File: config.mk
export PLATFORM = sky130hd
export DESIGN_NAME = pqe_cfg
export DESIGN_NICKNAME = d
export VERILOG_FILES = /design/src/sv/assert_macros.svh /design/src/sv/pqe_pkg.sv /design/src/sv/pqe_cfg.sv
export SDC_FILE = /design/constraint.sdc
export NUM_CORES = 1
export LEC_CHECK = 0
export BUFFER_PORTS_ARGS = -buffer_cell sky130_fd_sc_hd__buf_4
export CAP_MARGIN = 25
export CORE_MARGIN = 8
export CORE_UTILIZATION = 52
export DETAILED_ROUTE_END_ITERATION = 10
export PLACE_DENSITY = 0.79
export SLEW_MARGIN = 10
export SYNTH_ARGS = -nofsm -noshare
export SYNTH_HDL_FRONTEND = slang
export SYNTH_SLANG_ARGS = --single-unit
File: constraint.sdc
create_clock -name clk -period 1.86 [get_ports clk]
set_input_delay 0.372 -clock clk [delete_from_list [all_inputs] [get_ports clk]]
set_output_delay 0.372 -clock clk [all_outputs]
set_load 0.05 [all_outputs]
File: src/sv/assert_macros.svh
// Assertion macros used by the encoder's top-level RTL file.
`ifndef ASSERT_MACROS_SVH
`define ASSERT_MACROS_SVH

// Property checked at every rising edge of clk outside of reset.
`define PQE_ASSERT(name, prop) \
	name: assert property (@(posedge clk) disable iff (!arst_n) (prop)) \
		else $error("pqe assertion failed");

// Condition that must never hold outside of reset.
`define PQE_NEVER(name, cond) `PQE_ASSERT(name, !(cond))

`endif

File: src/sv/pqe_pkg.sv
// Package with sizes, payload types, register codes and control structs of the encoder.
`default_nettype none
package pqe_pkg;

	localparam int NUM_SUBSPACES = 8;
	localparam int NUM_CODEWORDS = 256;
	localparam int SUB_DIM       = 16;
	localparam int SAMPLE_WIDTH  = 16;

	localparam int SUB_W      = $clog2(NUM_SUBSPACES);
	localparam int WORD_W     = $clog2(NUM_CODEWORDS);
	localparam int ELEM_W     = $clog2(SUB_DIM);
	localparam int BOOK_DEPTH = NUM_SUBSPACES * NUM_CODEWORDS * SUB_DIM;
	localparam int ADDR_W     = $clog2(BOOK_DEPTH);

	// A difference of two samples has a magnitude below 2**SAMPLE_WIDTH.
	localparam int MAG_W  = SAMPLE_WIDTH;
	localparam int SQ_W   = 2 * MAG_W;
	localparam int DIST_W = SQ_W + ELEM_W;

	localparam int SUBS_REG_W = 4;
	localparam int CW_REG_W   = 9;
	localparam int DIM_REG_W  = 5;
	localparam int CFG_DATA_W = 9;
	localparam int CFG_IDX_W  = 2;

	typedef enum logic [CFG_IDX_W-1:0] {
		REG_SUBSPACES = 2'd0,
		REG_CODEWORDS = 2'd1,
		REG_SUB_DIM   = 2'd2
	} cfg_reg_t;

	localparam logic REQ_LOAD   = 1'b0;
	localparam logic REQ_VECTOR = 1'b1;

	typedef struct packed {
		logic                           req_type;
		logic [2:0]                     sub_index;
		logic [7:0]                     word_index;
		logic [3:0]                     elem_index;
		logic signed [SAMPLE_WIDTH-1:0] value;
	} req_item_t;

	typedef struct packed {
		logic [7:0] code;
		logic [2:0] subspace;
		logic       vector_done;
	} rsp_item_t;

	// Clamped register values, each held as its last valid index.
	typedef struct packed {
		logic [SUB_W-1:0]  sub_last;
		logic [WORD_W-1:0] word_last;
		logic [ELEM_W-1:0] dim_last;
	} cfg_t;

	typedef struct packed {
		logic              issue;
		logic              first_elem;
		logic              last_elem;
		logic              last_word;
		logic [WORD_W-1:0] word;
		logic [ELEM_W-1:0] elem;
		logic              load_out;
	} cmd_t;

	typedef struct packed {
		logic start;
		logic search_done;
		logic out_valid;
	} status_t;

endpackage
`default_nettype wire

File: src/sv/pqe_cfg.sv
// Configuration registers of the encoder and their clamping to the supported ranges.
`default_nettype none
module pqe_cfg
	import pqe_pkg::*;
(
	input  wire logic                  clk,
	input  wire logic                  arst_n,
	input  wire logic                  cfg_we,
	input  wire logic [CFG_IDX_W-1:0]  cfg_index,
	input  wire logic [CFG_DATA_W-1:0] cfg_data,
	output cfg_t                       cfg
);

	logic [SUBS_REG_W-1:0] subs_q;
	logic [CW_REG_W-1:0]   words_q;
	logic [DIM_REG_W-1:0]  dim_q;

	always_ff @(posedge clk or negedge arst_n) begin
		if (!arst_n) begin
			subs_q  <= SUBS_REG_W'(NUM_SUBSPACES);
			words_q <= CW_REG_W'(NUM_CODEWORDS);
			dim_q   <= DIM_REG_W'(SUB_DIM);
		end else if (cfg_we) begin
			unique case (cfg_index)
				REG_SUBSPACES: subs_q  <= cfg_data[SUBS_REG_W-1:0];
				REG_CODEWORDS: words_q <= cfg_data[CW_REG_W-1:0];
				REG_SUB_DIM:   dim_q   <= cfg_data[DIM_REG_W-1:0];
				default: ;
			endcase
		end
	end

	// A zero acts as one and anything above the build size acts as the build size.
	always_comb begin
		if (subs_q == '0)
			cfg.sub_last = '0;
		else if (subs_q > SUBS_REG_W'(NUM_SUBSPACES))
			cfg.sub_last = SUB_W'(NUM_SUBSPACES - 1);
		else
			cfg.sub_last = SUB_W'(subs_q - 1'b1);

		if (words_q == '0)
			cfg.word_last = '0;
		else if (words_q > CW_REG_W'(NUM_CODEWORDS))
			cfg.word_last = WORD_W'(NUM_CODEWORDS - 1);
		else
			cfg.word_last = WORD_W'(words_q - 1'b1);

		if (dim_q == '0)
			cfg.dim_last = '0;
		else if (dim_q > DIM_REG_W'(SUB_DIM))
			cfg.dim_last = ELEM_W'(SUB_DIM - 1);
		else
			cfg.dim_last = ELEM_W'(dim_q - 1'b1);
	end

endmodule
`default_nettype wire

# Word-level counts from Yosys, hierarchy flattened
# Index checks and enable logic that the tools add are counted.
# W data, S select, Z words.
[totals]
regBits = 18
in_bits = 14
out_inout_bits = 15
elab_cells = 24
[classes]
addsub = 3
magnitude_cmp = 3
eq_ne = 2
muxes = 6
reduce_logical = 7
[op_table]
columns = ["operator", "count"]
rows = [
  ["$mux W8", 2],
  ["$gt A9 B9 Y1 const B", 1],
  ["$logic_not A9 Y1", 1],
  ["$mux W4", 2],
  ["$sub A8 B1 Y8 const B", 1],
  ["$mux W3", 2],
  ["$reduce_and A2 Y1", 3],
  ["$gt A5 B5 Y1 const B", 1],
  ["$logic_not A5 Y1", 1],
  ["$gt A4 B4 Y1 const B", 1],
  ["$logic_not A4 Y1", 1],
  ["$sub A4 B1 Y4 const B", 1],
  ["$sub A3 B1 Y3 const B", 1],
  ["$eq A2 B1 Y1 const B", 1],
  ["$eq A2 B2 Y1 const B", 1],
  ["$logic_not A2 Y1", 1],
]

# Depth between registers and ports, before layout
# Gate-level depths: netlist of run 1.
[logic_depth]
depth_word = 3
depth_mapped = 6
ltp_nobuf = 6

# Least setup slack after synthesis of run 1
# OpenSTA, ideal clock, no wires.
[synth_timing]
path_type = "register to output"
startpoint = "register words_q[0]"
endpoint = "output cfg[8] in the netlist's numbering"
arrival_time_ns = 2.091
required_ns = 1.488
setup_slack_ns = -0.603
stages_incl_launch_ff = 6
n_path_buf = 1
cell_sequence = "dfrtp_1 -> inv_1 -> ha_1 -> clkbuf_1 -> and4b_1 -> nor3_1"
[synth_lines]
columns = ["item", "line", "source"]
rows = [
  ["from (decl)", "pqe_cfg.sv:15", "logic [CW_REG_W-1:0] words_q;"],
  ["from (signal assigned)", "pqe_cfg.sv:21", "words_q <= CW_REG_W'(NUM_CODEWORDS);"],
  ["from (signal assigned)", "pqe_cfg.sv:26", "REG_CODEWORDS: words_q <= cfg_data[CW_REG_W-1:0];"],
  ["to (decl)", "pqe_cfg.sv:11", "output cfg_t cfg"],
]

==> flow_summary_export.csv, run 1 <==
group,metric,value,unit
placement,dp_hpwl,2220,um
route,drc,0,
layout,fillers,96,
timing,maxSlewHeadroom,70.47,%
critical_path,path_class,"reg -> out",
critical_path,required,1.49,ns
outcome,status,"finished with violations",
global_route,grt_pass1_wl,5464,um
timing,skew,0,ns
placement,port_buffers,28,
min_path,holdPathStages,2,
pwr,ir_drop,874.1,uV
global_route,grt_max_degree,19,
route,dr.pass1.iters,4,
synthesis,synth_top_family_by_area,"simple AND/OR/NAND/NOR gates",
timing,clock.fmax,0.4530,GHz
critical_path,reg2reg_from,"words_q[5]$_DFFE_PN0P_",
timing,timing.hold.ws,0.3218,ns
synthesis,synth_top_area_share,33.15,%
route,num_vias,1158,
die,start_util,53.24,%
global_route,grt_pass1_vias,1187,
route,ant_nets,0,
timing,slew_violations,0,
clock_tree,cts_root_buffer,"clkbuf_4",
min_path,min_from,"cfg_data[8]",
synthesis,muxShareOfSynthArea,15.91,%
pwr,power_leakage,0.7995,nW
route,routed_wl,3742,um
synthesis,synthAdderAreaFrac,7.293,%
timing,rsz0062_at_grt,"yes",
critical_path,reg2regPathDepth,2,
global_route,overflow,0,
synthesis,synth_common_cells,"mux2_2, dfrtp_1, inv_1",
timing,finalSetupViolCount,11,
clock_tree,cts_buffers,3,
job,maxCapViolCount,0,
critical_path,startpoint_type,"register",
synthesis,netlist_area,0.001132,mm2
synthesis,yosysTopAreaCell,"dfrtp_1",
critical_path,critical_path_arrival,1.84,ns
synthesis,synth_fp_nets,131,
clock_tree,cts_tree,"built",
die,fp-row-count,17,
min_path,holdCritPathClass,"in -> reg",
clock_tree,clk_pin_slew,0.09,ns
timing,post-route-period-util,118.7,%
layout,utilization,87.41,%
global_route,grt_antenna_before_repair,0,
timing,period_minus_slack,2.207,ns
die,dieWidth,62.67,um
outcome,violations,"negative setup slack",
synthesis,synth_cell_types,33,
die,core_area,0.002127,mm2
timing,worst_pin_slew,0.4416,ns
layout,syn2layout_area_growth,64.20,%
synthesis,synth.most_common_cell,"mux2_2",
synthesis,synth_edf_count,0,
die,ioPinCount,29,
synthesis,yosys_most_used_dff,"dfrtp_1",
synthesis,ys_warn_count,0,
layout,num_antenna_cells,0,
route,drtIter0Drc,36,
synthesis,seq_area_frac_synth,40.11,%
route,wire_per_inst,19.09,um
critical_path,crit_path_max_fanout,4,
critical_path,startpoint,"words_q[4]$_DFFE_PN0P_",
synthesis,yosys.area_share.simple,17.90,%
clock_tree,clockBufferDepth,2,
synthesis,netlist_top_cells_area,"dfrtp_1, mux2_2, dfstp_2, ha_1, inv_1",
clock_tree,htreeDepth,1,
timing,setup_ws,-0.3475,ns
layout,drive_above_1_share,70.83,%
layout,fin_nets,187,
clock_tree,clk_latency,0.28,ns
die,die_area,0.003927,mm2
timing,hold_viol,0,
synthesis,synth-compound-area-share,12.27,%
die,die_h,62.67,um
clock_tree,numClockSinks,18,
synthesis,synth_cells,113,
synthesis,async_reset_ff_share,100.0,%
route,viasPerCell,5.908,
placement,pre_cts_ws,-0.01633,ns
critical_path,end_kind,"output port",
synthesis,synth-seq-cells,18,
synthesis,avgSynthCellArea,10.02,um2
global_route,grt_usage,16.60,%
synthesis,synth_xor_area_share,1.547,%
placement,gp_congestion,0.8081,
pwr,power.density,1150,mW/mm2
==> per-stage QoR <==
| step | cells | power (mW) | cell area [um2] | setup TNS (ns) |
|---|---|---|---|---|
| finish | 196 | 2.139 | 1859 | -2.461 |
| global route | 196 | 2.222 | 1859 | -3.323 |
| CTS | 193 | 2.001 | 1773 | -1.833 |
| detailed placement | 176 | 1.562 | 1474 | -0.01950 |
| global placement | 176 | 1.526 | 1474 | 0 |
| floorplan | 113 | 1.252 | 1172 | -0.1947 |
==> critical path, stage by stage (launching register included) <==
cell and delay, ns:
dfrtp_1 0.43, nor4_4 0.42, nand3_2 0.19, maj3_2 0.35
buf_6 0.16
==> placed cells by master, fill, tap and decap left out, types with 3 or more instances in the layout <==
cell | Yosys | routed
buf_6 | 1 | 16
dfstp_2 | 3 | 3
inv_1 | 10 | 6
nand2b_1 | 4 | 4
buf_4 | 0 | 36
nand2_1 | 7 | 4
maj3_2 | 2 | 3
dfrtp_1 | 15 | 15
nor2_4 | 0 | 4
clkbuf_4 | 0 | 3
inv_2 | 0 | 4
a21oi_2 | 0 | 5
mux2_2 | 16 | 16
==> layout make-up <==
cell class / instances / area [um2] / share of cell area (%)
multi-input cells: 82 / 830.8 / 44.68
flip-flops and latches: 18 / 454.2 / 24.43
well taps: 28 / 35.03 / 1.884
clock buffers: 4 / 36.28 / 1.952
repair buffers: 54 / 465.4 / 25.03
inverters: 10 / 37.54 / 2.019
==> report_power, final <==
| part | leakage (nW) | switching (mW) | internal (mW) | total, mW |
|---|---|---|---|---|
| registers | 0.210 | 0.0965 | 0.474 | 0.571 |
| clock network | 0.0210 | 0.107 | 0.119 | 0.226 |
| logic | 0.569 | 0.783 | 0.558 | 1.34 |
==> cells by family after synthesis <==
logic type	Yosys count
xor+xnor	2
mux	16
compound gates	22
buf+inv	13
flops	18
fa+ha+maj	7
simple gates	35
==> sequential cells by signal, summed over array words and instances (netlist names) <==
register,cells
dim_q,5
subs_q,4
words_q,9
==> layer usage <==
layer	global-route usage, %	routed length (um)	vias to the layer above
met1	17.27	1446	586
li1	-	-	518
met4	6.268	142	0
met3	3.405	137	12
met2	31.57	2015	42
met5	0	0	-
==> final timing paths <==
check	slack, ns	end
max	-0.35	cfg[5]
min	0.32	words_q[8]$_DFFE_PN1P_
max reg2reg	0.87	words_q[5]$_DFFE_PN0P_
min reg2reg	0.55	subs_q[2]$_DFFE_PN0P_
max in group asynchronous	1.13	words_q[8]$_DFFE_PN1P_
min in group asynchronous	0.48	dim_q[3]$_DFFE_PN0P_
==> what timing repair did <==
item / 4_1_cts / 5_1_grt
resized for setup: 43 / 16
setup endpoints to repair: 14 / 14
hold endpoints to repair: 15 / 0
hold buffers: 1 / 0
buffers inserted: 12 / 4
pin swaps: 11 / 9
No activity file was read; power rests on OpenSTA's default activity.
==> run 2: changes to the inputs <==
- BUFFER_PORTS_ARGS: -buffer_cell sky130_fd_sc_hd__buf_4 -> default
- CORE_UTILIZATION: 52 -> 55
- DONT_BUFFER_PORTS: default -> 1
- PLACE_DENSITY: 0.79 -> 0.7
==> flow_summary_export.csv, run 2 (synthesis gave the netlist of run 1 again) <==
group,metric,value,unit
layout,final_common_cell,"buf_4",
critical_path,crit_buf_inv,3,
layout,layout_common_cells,"buf_4, mux2_2, dfrtp_1, buf_6",
layout,fin_nets,169,
timing,clock.fmax,0.4499,GHz
critical_path,crit_path_max_fanout,6,
placement,port_buffers,0,
pwr,power.density,1207,mW/mm2
die,die_area,0.003767,mm2
layout,num_antenna_cells,0,
layout,regMostFlops,"words_q",
layout,syn2layout_area_growth,58.56,%
pwr,power_leakage,0.7467,nW
job,maxCapViolCount,0,
timing,hold_viol,0,
critical_path,reg2reg_from,"words_q[2]$_DFFE_PN0P_",
critical_path,worst_path_largest_cell_delay,0.48,ns
timing,setup_ws,-0.3629,ns
die,die_h,61.38,um
min_path,holdCritPathClass,"in -> reg",
layout,fin_cells,177,
die,core_area,0.001962,mm2
clock_tree,clk_latency,0.29,ns
pwr,power,2.168,mW
layout,seqCellArea,455.4,um2
timing,period_minus_slack,2.223,ns
timing,worst_pin_slew,0.8084,ns
outcome,status,"finished with violations",
timing,maxSlewHeadroom,45.93,%
layout,reg.largest.list,"words_q (9), dim_q (5), subs_q (4)",
route,wire_per_inst,21.33,um
placement,placed_area,0.001400,mm2
pwr,ir_drop,953.0,uV
global_route,grt_antenna_before_repair,0,
critical_path,slowest_stage,"a211oi_1",
timing,post-route-period-util,119.5,%
global_route,grt_max_degree,19,
critical_path,startpoint,"words_q[0]$_DFFE_PN0P_",
timing,finalSetupViolCount,11,
die,fp-row-count,16,
clock_tree,numClockSinks,18,
critical_path,path_delay_family,"compound AO/OA/AOI/OAI gates",
critical_path,path_class,"reg -> out",
placement,dp_hpwl,2067,um
layout,largest_register_ffs,9,
min_path,min_from,"cfg_data[0]",
die,dieWidth,61.38,um
route,dr.pass1.iters,4,
clock_tree,cts_buffers,3,
outcome,violations,"negative setup slack",
die,ioPinCount,29,
die,start_util,57.72,%
timing,skew,0,ns
global_route,grt_pass1_wl,5444,um
route,drtIter0Drc,56,
layout,fillers,75,
route,viasPerCell,6.079,
placement,pre_cts_ws,0.009698,ns
route,ant_nets,0,
clock_tree,htreeDepth,1,
critical_path,startpoint_type,"register",
critical_path,required,1.49,ns
critical_path,critical_path_arrival,1.85,ns
clock_tree,clockBufferDepth,2,
layout,utilization,91.52,%
timing,slew_violations,0,
global_route,grt_pass1_vias,1105,
route,routed_wl,3776,um
placement,gp_congestion,0.8338,
global_route,overflow,0,
clock_tree,cts_root_buffer,"clkbuf_4",
layout,stdcell_area,0.001795,mm2
global_route,grt_usage,19.11,%
critical_path,worstPathCellList,"inv_2 > ha_2 > buf_4 > a211oi_1 > nor3_4 > buf_12",
layout,drive_above_1_share,69.33,%
timing,rsz0062_at_grt,"yes",
route,drc,0,
layout,multi_input_area,865.8,um2
placement,place_inst,157,
route,num_vias,1076,
clock_tree,cts_tree,"built",
critical_path,end_kind,"output port",
clock_tree,clk_pin_slew,0.09,ns
## run 2: what timing repair did
item	4_1_cts	5_1_grt
setup buffers	11	4
endpoints found under the setup margin	14	14
pin swaps	14	8
hold buffers	1	0
endpoints found under the hold margin	18	0
gates resized for setup	40	20
## run 2: final timing paths
check | end | slack (ns) | depth (start not counted)
hold / removal | subs_q[0]$_DFFE_PN0P_ | 0.22 | 2
max in group asynchronous | words_q[6]$_DFFE_PN0P_ | 0.70 | 1
setup reg to reg | words_q[2]$_DFFE_PN0P_ | 0.79 | 3
setup / recovery | cfg[10] | -0.36 | 6
hold reg to reg | subs_q[2]$_DFFE_PN0P_ | 0.56 | 1
min in group asynchronous | subs_q[1]$_DFFE_PN0P_ | 0.61 | 1
## run 2: per-layer routing
layer	global-route usage, %	wire length (um)	vias to the layer above
met4	8.117	43	0
li1	-	-	483
met5	0	0	-
met3	2.714	211	4
met1	21.77	1548	553
met2	34.48	1972	36
## run 2: cell type report
cell class / count / area share, %
Clock buffer: 4 / 1.463
Inverter: 10 / 2.091
Timing Repair Buffer: 36 / 20.98
Tap cell: 27 / 1.882
Sequential cell: 18 / 25.37
Multi-Input combinational cell: 82 / 48.22
## run 2: where the power goes
part / leakage [nW] / switching (mW) / total, mW / internal [mW]
registers: 0.209 / 0.114 / 0.589 / 0.475
logic: 0.523 / 0.775 / 1.38 / 0.606
clock network: 0.0150 / 0.114 / 0.197 / 0.0835
## run 2: stage by stage
step	TNS [ns]	hold slack [ns]
floorplan	-0.1947	0.07641
global placement	0	0.07689
detailed placement	0	0.07688
CTS	-1.937	0.2036
global route	-3.277	0.2154
finish	-2.555	0.2227
