--- src/sv/assert_macros.svh ---
// Assertion macros used by the encoder's top-level RTL file.
`ifndef ASSERT_MACROS_SVH
`define ASSERT_MACROS_SVH

// Property checked at every rising edge of clk outside of reset.
`define PQE_ASSERT(name, prop) \
	name: assert property (@(posedge clk) disable iff (!arst_n) (prop)) \
		else $error("pqe assertion failed");

// Condition that must never hold outside of reset.
`define PQE_NEVER(name, cond) `PQE_ASSERT(name, !(cond))

`endif

--- src/sv/pqe_pkg.sv ---
// Package with sizes, payload types, register codes and control structs of the encoder.
`default_nettype none
package pqe_pkg;

	localparam int NUM_SUBSPACES = 8;
	localparam int NUM_CODEWORDS = 256;
	localparam int SUB_DIM       = 16;
	localparam int SAMPLE_WIDTH  = 16;

	localparam int SUB_W      = $clog2(NUM_SUBSPACES);
	localparam int WORD_W     = $clog2(NUM_CODEWORDS);
	localparam int ELEM_W     = $clog2(SUB_DIM);
	localparam int BOOK_DEPTH = NUM_SUBSPACES * NUM_CODEWORDS * SUB_DIM;
	localparam int ADDR_W     = $clog2(BOOK_DEPTH);

	// A difference of two samples has a magnitude below 2**SAMPLE_WIDTH.
	localparam int MAG_W  = SAMPLE_WIDTH;
	localparam int SQ_W   = 2 * MAG_W;
	localparam int DIST_W = SQ_W + ELEM_W;

	localparam int SUBS_REG_W = 4;
	localparam int CW_REG_W   = 9;
	localparam int DIM_REG_W  = 5;
	localparam int CFG_DATA_W = 9;
	localparam int CFG_IDX_W  = 2;

	typedef enum logic [CFG_IDX_W-1:0] {
		REG_SUBSPACES = 2'd0,
		REG_CODEWORDS = 2'd1,
		REG_SUB_DIM   = 2'd2
	} cfg_reg_t;

	localparam logic REQ_LOAD   = 1'b0;
	localparam logic REQ_VECTOR = 1'b1;

	typedef struct packed {
		logic                           req_type;
		logic [2:0]                     sub_index;
		logic [7:0]                     word_index;
		logic [3:0]                     elem_index;
		logic signed [SAMPLE_WIDTH-1:0] value;
	} req_item_t;

	typedef struct packed {
		logic [7:0] code;
		logic [2:0] subspace;
		logic       vector_done;
	} rsp_item_t;

	// Clamped register values, each held as its last valid index.
	typedef struct packed {
		logic [SUB_W-1:0]  sub_last;
		logic [WORD_W-1:0] word_last;
		logic [ELEM_W-1:0] dim_last;
	} cfg_t;

	typedef struct packed {
		logic              issue;
		logic              first_elem;
		logic              last_elem;
		logic              last_word;
		logic [WORD_W-1:0] word;
		logic [ELEM_W-1:0] elem;
		logic              load_out;
	} cmd_t;

	typedef struct packed {
		logic start;
		logic search_done;
		logic out_valid;
	} status_t;

endpackage
`default_nettype wire

--- src/sv/pqe_ctrl.sv ---
// Controller that sequences the codeword walk of one search and the result hand-off.
`default_nettype none
module pqe_ctrl
	import pqe_pkg::*;
(
	input  wire logic    clk,
	input  wire logic    arst_n,
	input  wire cfg_t    cfg,
	input  wire status_t status,
	input  wire logic    rsp_ready,
	output logic         req_ready,
	output cmd_t         cmd
);

	typedef enum logic [1:0] {
		ST_IDLE,
		ST_SEARCH,
		ST_DRAIN,
		ST_FINISH
	} state_t;

	state_t            state_q;
	logic [WORD_W-1:0] word_q;
	logic [ELEM_W-1:0] elem_q;
	logic              slot_free;

	assign slot_free = !status.out_valid || rsp_ready;
	assign req_ready = (state_q == ST_IDLE);

	assign cmd.issue      = (state_q == ST_SEARCH);
	assign cmd.first_elem = (elem_q == '0);
	assign cmd.last_elem  = (elem_q == cfg.dim_last);
	assign cmd.last_word  = (word_q == cfg.word_last);
	assign cmd.word       = word_q;
	assign cmd.elem       = elem_q;
	assign cmd.load_out   = (state_q == ST_FINISH) && slot_free;

	always_ff @(posedge clk or negedge arst_n) begin
		if (!arst_n) begin
			state_q <= ST_IDLE;
			word_q  <= '0;
			elem_q  <= '0;
		end else begin
			unique case (state_q)
				ST_IDLE: begin
					if (status.start) begin
						state_q <= ST_SEARCH;
						word_q  <= '0;
						elem_q  <= '0;
					end
				end
				ST_SEARCH: begin
					// One codebook element is read per cycle, position by position.
					if (cmd.last_elem) begin
						elem_q <= '0;
						if (cmd.last_word)
							state_q <= ST_DRAIN;
						else
							word_q <= word_q + 1'b1;
					end else begin
						elem_q <= elem_q + 1'b1;
					end
				end
				ST_DRAIN: begin
					if (status.search_done)
						state_q <= ST_FINISH;
				end
				ST_FINISH: begin
					if (slot_free)
						state_q <= ST_IDLE;
				end
				default: state_q <= ST_IDLE;
			endcase
		end
	end

endmodule
`default_nettype wire

--- config.mk ---
export PLATFORM = sky130hd
export DESIGN_NAME = pqe_ctrl
export DESIGN_NICKNAME = d
export VERILOG_FILES = /design/src/sv/assert_macros.svh /design/src/sv/pqe_pkg.sv /design/src/sv/pqe_ctrl.sv
export SDC_FILE = /design/constraint.sdc
export NUM_CORES = 1
export LEC_CHECK = 0
export ABC_AREA = 1
export BUFFER_PORTS_ARGS = -buffer_cell sky130_fd_sc_hd__buf_2
export CAP_MARGIN = 20
export CORE_ASPECT_RATIO = 1.4
export CORE_MARGIN = 2
export CORE_UTILIZATION = 48
export CTS_BUF_LIST = sky130_fd_sc_hd__clkbuf_8 sky130_fd_sc_hd__clkbuf_16
export CTS_CLUSTER_SIZE = 10
export DETAILED_ROUTE_END_ITERATION = 7
export GPL_TIMING_DRIVEN = 0
export PLACE_DENSITY = 0.74
export SETUP_SLACK_MARGIN = 0.02
export SYNTH_ARGS = -nofsm -noshare
export SYNTH_HDL_FRONTEND = slang
export SYNTH_SLANG_ARGS = --single-unit
--- constraint.sdc ---
create_clock -name clk -period 4.6 [get_ports clk]
set_input_delay 0.46 -clock clk [delete_from_list [all_inputs] [get_ports clk]]
set_output_delay 0.46 -clock clk [all_outputs]
set_load 0.005 [all_outputs]
# ---- After elaboration in Yosys (flattened, before gate mapping)
# Index checks and enable logic that the tools add are counted.
dict set report word_totals {
  regBits 14
  inputBits 21
  out_inout_bits 18
  word_cells 38
}
dict set report classes {
  addsub 2
  n_eq_ne 11
  mux 13
  n_reduce_logical 9
}
# op count
set ops {}
lappend ops {{$mux W8} 3}
lappend ops {{$pmux W8 S2} 1}
lappend ops {{$ne A2 B2 Y1 const B} 6}
lappend ops {{$mux W2} 5}
lappend ops {{$add A8 B1 Y8 const B} 1}
lappend ops {{$eq A8 B8 Y1} 1}
lappend ops {{$mux W4} 2}
lappend ops {{$pmux W2 S4} 1}
lappend ops {{$pmux W4 S2} 1}
lappend ops {{$reduce_and A5 Y1} 1}
lappend ops {{$add A4 B1 Y4 const B} 1}
lappend ops {{$eq A2 B2 Y1 const B} 2}
lappend ops {{$eq A4 B4 Y1} 1}
lappend ops {{$logic_not A4 Y1} 1}
lappend ops {{$reduce_and A4 Y1} 1}
lappend ops {{$eq A2 B1 Y1 const B} 1}
lappend ops {{$logic_not A2 Y1} 1}
lappend ops {{$reduce_and A2 Y1} 1}
lappend ops {{$reduce_bool A2 Y1} 1}
lappend ops {{$logic_and A1 B1 Y1} 1}
lappend ops {{$logic_not A1 Y1} 1}
lappend ops {{$logic_or A1 B1 Y1} 1}

# ---- Depth between registers and ports, before layout
# Gate-level depths: netlist (run 1).
dict set report logic_depth {
  ltp_word 4
  depth_mapped 10
  mapped_depth_nobuf 10
}

# ---- Worst setup path after synthesis (run 1)
# Ideal clock, no wire load.
dict set report synth_timing {
  path_type {register to register}
  startpoint {register state_q[1]}
  endpoint {register word_q[5]}
  setup_ps 117
  arrival_ps 1465
  required_ps 4483
  setup_slack_ps 3018
  path_stages_with_launch 11
  n_path_buf 1
  synth_period_minus_slack_ps 1582
  cell_sequence {dfrtp_1 -> inv_1 -> ha_1 -> clkbuf_8 -> inv_2 -> a21oi_4 -> inv_2 -> a21oi_4 -> nand2_2 -> nand2_1 -> nand2_1}
}
# item line_no
set synth_rtl {}
lappend synth_rtl {{start, declared} pqe_ctrl.sv:22} ;# state_t state_q;
lappend synth_rtl {{start signal, assigned} pqe_ctrl.sv:40} ;# state_q <= ST_IDLE;
lappend synth_rtl {{start signal, assigned} pqe_ctrl.sv:47} ;# state_q <= ST_SEARCH;
lappend synth_rtl {{start signal, assigned} pqe_ctrl.sv:57} ;# state_q <= ST_DRAIN;
lappend synth_rtl {{end signal, assigned} pqe_ctrl.sv:59} ;# word_q <= word_q + 1'b1;
lappend synth_rtl {{end, declared} pqe_ctrl.sv:23} ;# logic [WORD_W-1:0] word_q;

==> summary.txt, run 1 <==
global-route wire length before repair: 4320 µm
Detail Placement HPWL: 2050 µm
antenna violations before repair: 0
clock buffer depth: 2
final worst slack: 2.69 ns
fin crit period: 1.91 ns
Clk pin slew, worst setup/hold paths: 0.06 ns
maxcap violations: 0
Post-Layout Cell Count: 241
outcome: finished, final reports clean
CP Class: flop to output pin
Routed WL: 2570 µm
Post-Syn Instances: 180
placed cell count: 238
f_max: 0.524 GHz
maximum vdd drop: 0.298 mV
Total GRT Usage: 19.5%
drt initial violations: 14
Slew @ Worst Pin: 0.328 ns
crit share post-route: 41.5%
TNS Setup: 0 ns
CP Max Fanout: 7
DRC errors left: 0
Max-slew headroom: 78.2%
IO Pins: 39
WL/cell: 10.7 µm
# nets final: 248
pwr dens: 438 mW/mm²
vias in the first global route: 1142
Post-CTS Setup Bufs: 0
Placer Congestion: 0.809
n_diodes: 0
Synth warnings: 0
final hold viol count: 0
DIE AREA: 0.00287 mm²
Avg Inst Size Synth: 6.53 µm²
CORE AREA: 0.00236 mm²
RR Startpoint: state_q[1]
area grow syn2layout: 20.9%
most common cell after layout, fill and taps aside: nand2_1
Leakage: 0.862 nW
critical path arrival: 1.45 ns
Synth Register Bits: 14
TritonCTS clock tree: done
Rows: 21
r2r endpoint: word_q[2]
Final Slew Violations: 0
Initial Utilization: 49.7%
Worst EP required: 4.14 ns
Die Height: 62.6 µm
critical path endpoint category: output pin
mapped cell area: 0.00118 mm²
Placement Setup Slack: 2.80 ns
ANT nets after route: 0
Synthesized Nets: 208
setup violators final: 0
Setup crit start kind: flop
fraction of layout cells with a size suffix above 1: 22.9%
largest net degree at the start of global routing: 15
gr ovfl total: 0
drt via density: 5.01
Synth cell types: 21
DRT Pass-1 Iters: 4
Final Skew: 0.00257 ns
CTS Hold Buffers Added: 0
register area share after synthesis: 29.8%
Clock H-tree levels: 1
Port Buffer Count: 35
CTS Sinks: 14
Final Util: 60.1%
die width: 45.8 µm
# resized after CTS: 0
R2R depth: 10
via count: 1208
most frequent cells in the layout: nand2_1, buf_2, inv_1, nand3_1, dfrtp_1
Num CTS Buffers: 3
flop2flop setup slack: 2.80 ns
worst hold path type: input pin to async pin
root buf cell: clkbuf_8
RSZ-0062 raised after global routing: no
Clk Latency, worst-skew pair: 0.25 ns
worst max-delay path by stage:
stage	start	cells past startpoint	slack (ns)	end
after floorplan	state_q[1]	10	3.02	word_q[5]
after global placement	cfg[7]	7	2.87	cmd[13]
after detailed placement	state_q[1]	10	2.80	word_q[2]
after CTS	word_q[2]	6	2.68	cmd[13]
after global routing	word_q[2]	6	2.57	cmd[13]
final	word_q[4]	8	2.69	cmd[13]
worst max-delay path, cell delays in order (launching register included):
cell,delay [ns]
dfrtp_1,0.44
inv_1,0.12
nand2_1,0.06
nand2_1,0.06
nand2_1,0.06
nor2_2,0.20
nand2_1,0.10
inv_1,0.07
buf_2,0.10
report_power, final:
part / internal (W) / leakage, nW / switching, W
clock network: 0.0000580 / 0.0216 / 0.0000427
logic: 0.000135 / 0.650 / 0.000207
registers: 0.000148 / 0.190 / 0.0000324
metal layers:
metal | global-route usage (%) | vias to the layer above | wire (µm)
li1 | - | 629 | -
met1 | 20.3 | 550 | 1050
met2 | 36.6 | 25 | 1390
met3 | 2.02 | 4 | 84
met4 | 8.21 | 0 | 36
met5 | 0 | - | 0
layout make-up:
class / instances / area, µm²
fill: 240 / 943
sequential: 14 / 350
multi-input combinational: 130 / 673
tap: 23 / 28.8
buffer: 2 / 25.0
inverter: 34 / 128
clock buffer: 3 / 41.3
timing repair buffer: 35 / 175
cell usage after synthesis, drive strengths merged:
cell | instances | share of area (%)
buf | 1 | 0.96
o211ai | 1 | 0.64
xnor2 | 4 | 3.0
nand3 | 17 | 8.3
a21boi | 1 | 0.64
nor2 | 13 | 4.4
xor2 | 1 | 0.74
nand4 | 4 | 2.1
o21ai | 3 | 1.3
inv | 34 | 11
clkbuf | 1 | 1.2
nor3b | 2 | 1.3
nand2 | 72 | 23
ha | 7 | 7.4
a21oi | 5 | 4.0
dfrtp | 14 | 30
state kept, by name (all words and copies together), names as in the netlist:
| register | flops |
|---|---|
| state_q | 2 |
| elem_q | 4 |
| word_q | 8 |
cell families (layout without fill, tap and decap cells):
group / after synthesis / in the layout / synth area share, %
fa+ha+maj: 7 / 7 / 7.45
flops: 14 / 14 / 29.8
simple gates: 108 / 108 / 39.5
buf+inv: 36 / 74 / 13.0
compound gates: 10 / 10 / 6.60
xor+xnor: 5 / 5 / 3.72
stage by stage:
step / hold WS [ns] / area, µm² / total power, W
finish: 0.104 / 1420 / 0.000623
CTS: 0.111 / 1420 / 0.000631
floorplan: 0.164 / 1180 / 0.000427
global route: 0.125 / 1420 / 0.000677
detailed placement: 0.375 / 1380 / 0.000528
global placement: 0.370 / 1380 / 0.000514
Note: power is estimated with default switching activity, not from simulation.
==> run 2: changes to the inputs <==
--- a/config.mk
+++ b/config.mk
@@ -10,12 +10,12 @@
 export CAP_MARGIN = 20
 export CORE_ASPECT_RATIO = 1.4
 export CORE_MARGIN = 2
-export CORE_UTILIZATION = 48
+export CORE_UTILIZATION = 45
 export CTS_BUF_LIST = sky130_fd_sc_hd__clkbuf_8 sky130_fd_sc_hd__clkbuf_16
 export CTS_CLUSTER_SIZE = 10
 export DETAILED_ROUTE_END_ITERATION = 7
 export GPL_TIMING_DRIVEN = 0
-export PLACE_DENSITY = 0.74
+export PLACE_DENSITY = 0.73
 export SETUP_SLACK_MARGIN = 0.02
 export SYNTH_ARGS = -nofsm -noshare
 export SYNTH_HDL_FRONTEND = slang
==> constraint.sdc (replaced) <==
create_clock -name clk -period 1.7 [get_ports clk]
set_input_delay 0.17 -clock clk [delete_from_list [all_inputs] [get_ports clk]]
set_output_delay 0.17 -clock clk [all_outputs]
set_load 0.005 [all_outputs]
==> summary.txt, run 2 (synthesized netlist as in run 1, its figures left out) <==
outcome: finished, final reports clean
DIE AREA: 0.00304 mm²
IO Pins: 39
Setup crit start kind: flop
Worst path top cell family by delay: flip-flops
final worst slack: 0.120 ns
f_max: 0.633 GHz
placed cell count: 249
Worst Hold Slack: 0.350 ns
Placer Congestion: 0.832
CTS Sinks: 14
Flop pwr share: 24.7%
critical path endpoint category: flop
maxcap violations: 0
Final Slew Violations: 0
Slew @ Worst Pin: 0.328 ns
crit share post-route: 93.0%
clock buffer depth: 2
ANT nets after route: 0
area grow syn2layout: 30.1%
TritonCTS clock tree: done
WL/cell: 10.2 µm
CP max stage cell: dfrtp_1
Worst path max stage delay: 0.39 ns
antenna violations before repair: 0
Post-Layout Cell Count: 260
root buf cell: clkbuf_8
Clock H-tree levels: 1
Detail Placement HPWL: 2070 µm
max reg flops: 8
gr ovfl total: 0
CP Max Fanout: 8
critical path arrival: 1.71 ns
flop2flop setup slack: 0.12 ns
clock network fraction of total power: 16.8%
vias in the first global route: 1170
setup violators final: 0
RSZ-0062 raised after global routing: no
Port Buffer Count: 35
Placement Setup Slack: -0.0965 ns
pwr dens: 1270 mW/mm²
logic gate share of total power: 58.6%
Clk pin slew, worst setup/hold paths: 0.06 ns
most frequent cells in the layout: nand2_1, buf_2, inv_1, nand3_1, dfrtp_1
drt initial violations: 15
fraction of layout cells with a size suffix above 1: 27.9%
switching share of power: 43.0%
Max-slew headroom: 78.1%
Worst EP required: 1.83 ns
total power: 0.00194 W
final hold viol count: 0
Sw Pwr: 0.000836 W
Cell Area, Placed: 0.00139 mm²
fin crit period: 1.58 ns
DRT Pass-1 Iters: 4
drt via density: 4.77
CP Class: flop to flop
via count: 1240
global-route wire length before repair: 4570 µm
Total GRT Usage: 20.0%
Filler cells: 225
largest net degree at the start of global routing: 15
CP cell instances: inv_1 > ha_1 > inv_2 > nor2_1 > a21oi_4 > inv_2 > a21oi_4 > nand2_4 > nand2_1 > nand2_1
Top Registers: word_q (8), elem_q (4), state_q (2)
Clk Latency, worst-skew pair: 0.24 ns
Rows: 21
die width: 47.2 µm
CORE AREA: 0.00244 mm²
Initial Utilization: 48.1%
Crit path buffers/inverters: 3
Final Skew: 0.000659 ns
Biggest register: word_q
most common cell after layout, fill and taps aside: nand2_1
maximum vdd drop: 1.05 mV
Leakage: 0.902 nW
n_diodes: 0
DRC errors left: 0
RR Startpoint: state_q[0]
post-layout instance area: 0.00153 mm²
# nets final: 255
Pint: 0.00111 W
worst hold path type: input pin to async pin
Routed WL: 2650 µm
crit path launch: state_q[0]
Die Height: 64.5 µm
Num CTS Buffers: 3
[run 2: cell type report]
cell class	instances	area, µm²	share of cell area, %
Sequential cell	14	352	23.0
Clock buffer	4	55.1	3.60
Inverter	34	130	8.50
Tap cell	34	42.5	2.78
Timing Repair Buffer	42	234	15.3
Buffer	2	25.0	1.64
Multi-Input combinational cell	130	692	45.2
[run 2: per-stage QoR]
| step | utilization (%) | setup TNS, ns |
|---|---|---|
| 5_1_grt | 62.6 | 0 |
| 3_5_place_dp | 57.0 | -0.689 |
| 4_1_cts | 61.3 | 0 |
| 3_3_place_gp | 57.0 | -0.113 |
| 2_1_floorplan | - | 0 |
| 6_report | 62.6 | 0 |
[run 2: path summary, 6_finish.rpt]
| kind | to | cells past startpoint |
|---|---|---|
| worst max-delay path | word_q[1] | 10 |
| worst min-delay path | state_q[1] | 2 |
| worst max register to register | word_q[1] | 10 |
| worst min register to register | word_q[7] | 2 |
| max in group asynchronous | word_q[5] | 2 |
| min in group clk | elem_q[1] | 5 |
[run 2: what timing repair did]
item | 4_1_cts | 5_1_grt
endpoints found under the setup margin | 10 | 12
resized for setup | 3 | 8
pin swaps | 1 | 2
endpoints found under the hold margin | 14 | 0
buffers inserted | 3 | 2
hold buffers | 1 | 0
cloned | 1 | 0
[run 2: power groups by stage]
stage / Sequential (W) / Clock, W / Combinational, W
floorplan: 0.000479 / 0 / 0.000676
global placement: 0.000487 / 0 / 0.000907
detailed placement: 0.000493 / 0 / 0.000941
CTS: 0.000479 / 0.000330 / 0.00108
global route: 0.000490 / 0.000343 / 0.00128
finish: 0.000479 / 0.000325 / 0.00114
[run 2: worst register-to-register path, delay by kind of cell, from the launching register on]
kind	cells	cell delay (ns)
flip-flops	1	0.39
AO/OA/AOI/OAI	2	0.31
buffers and inverters	3	0.22
adder cells (fa/ha/maj)	1	0.22
AND/OR/NAND/NOR	4	0.33
[run 2: metal layers]
metal  wire length (µm)  GRT usage [%]  vias to the layer above  share of wire [%]
met5                  0              0                        -                  0
met4                 37           8.33                        0                1.4
met3                 79           2.51                        6                3.0
met2               1400           35.3                       28                 53
met1               1130           22.7                      563                 43
li1                   -              -                      643                  -
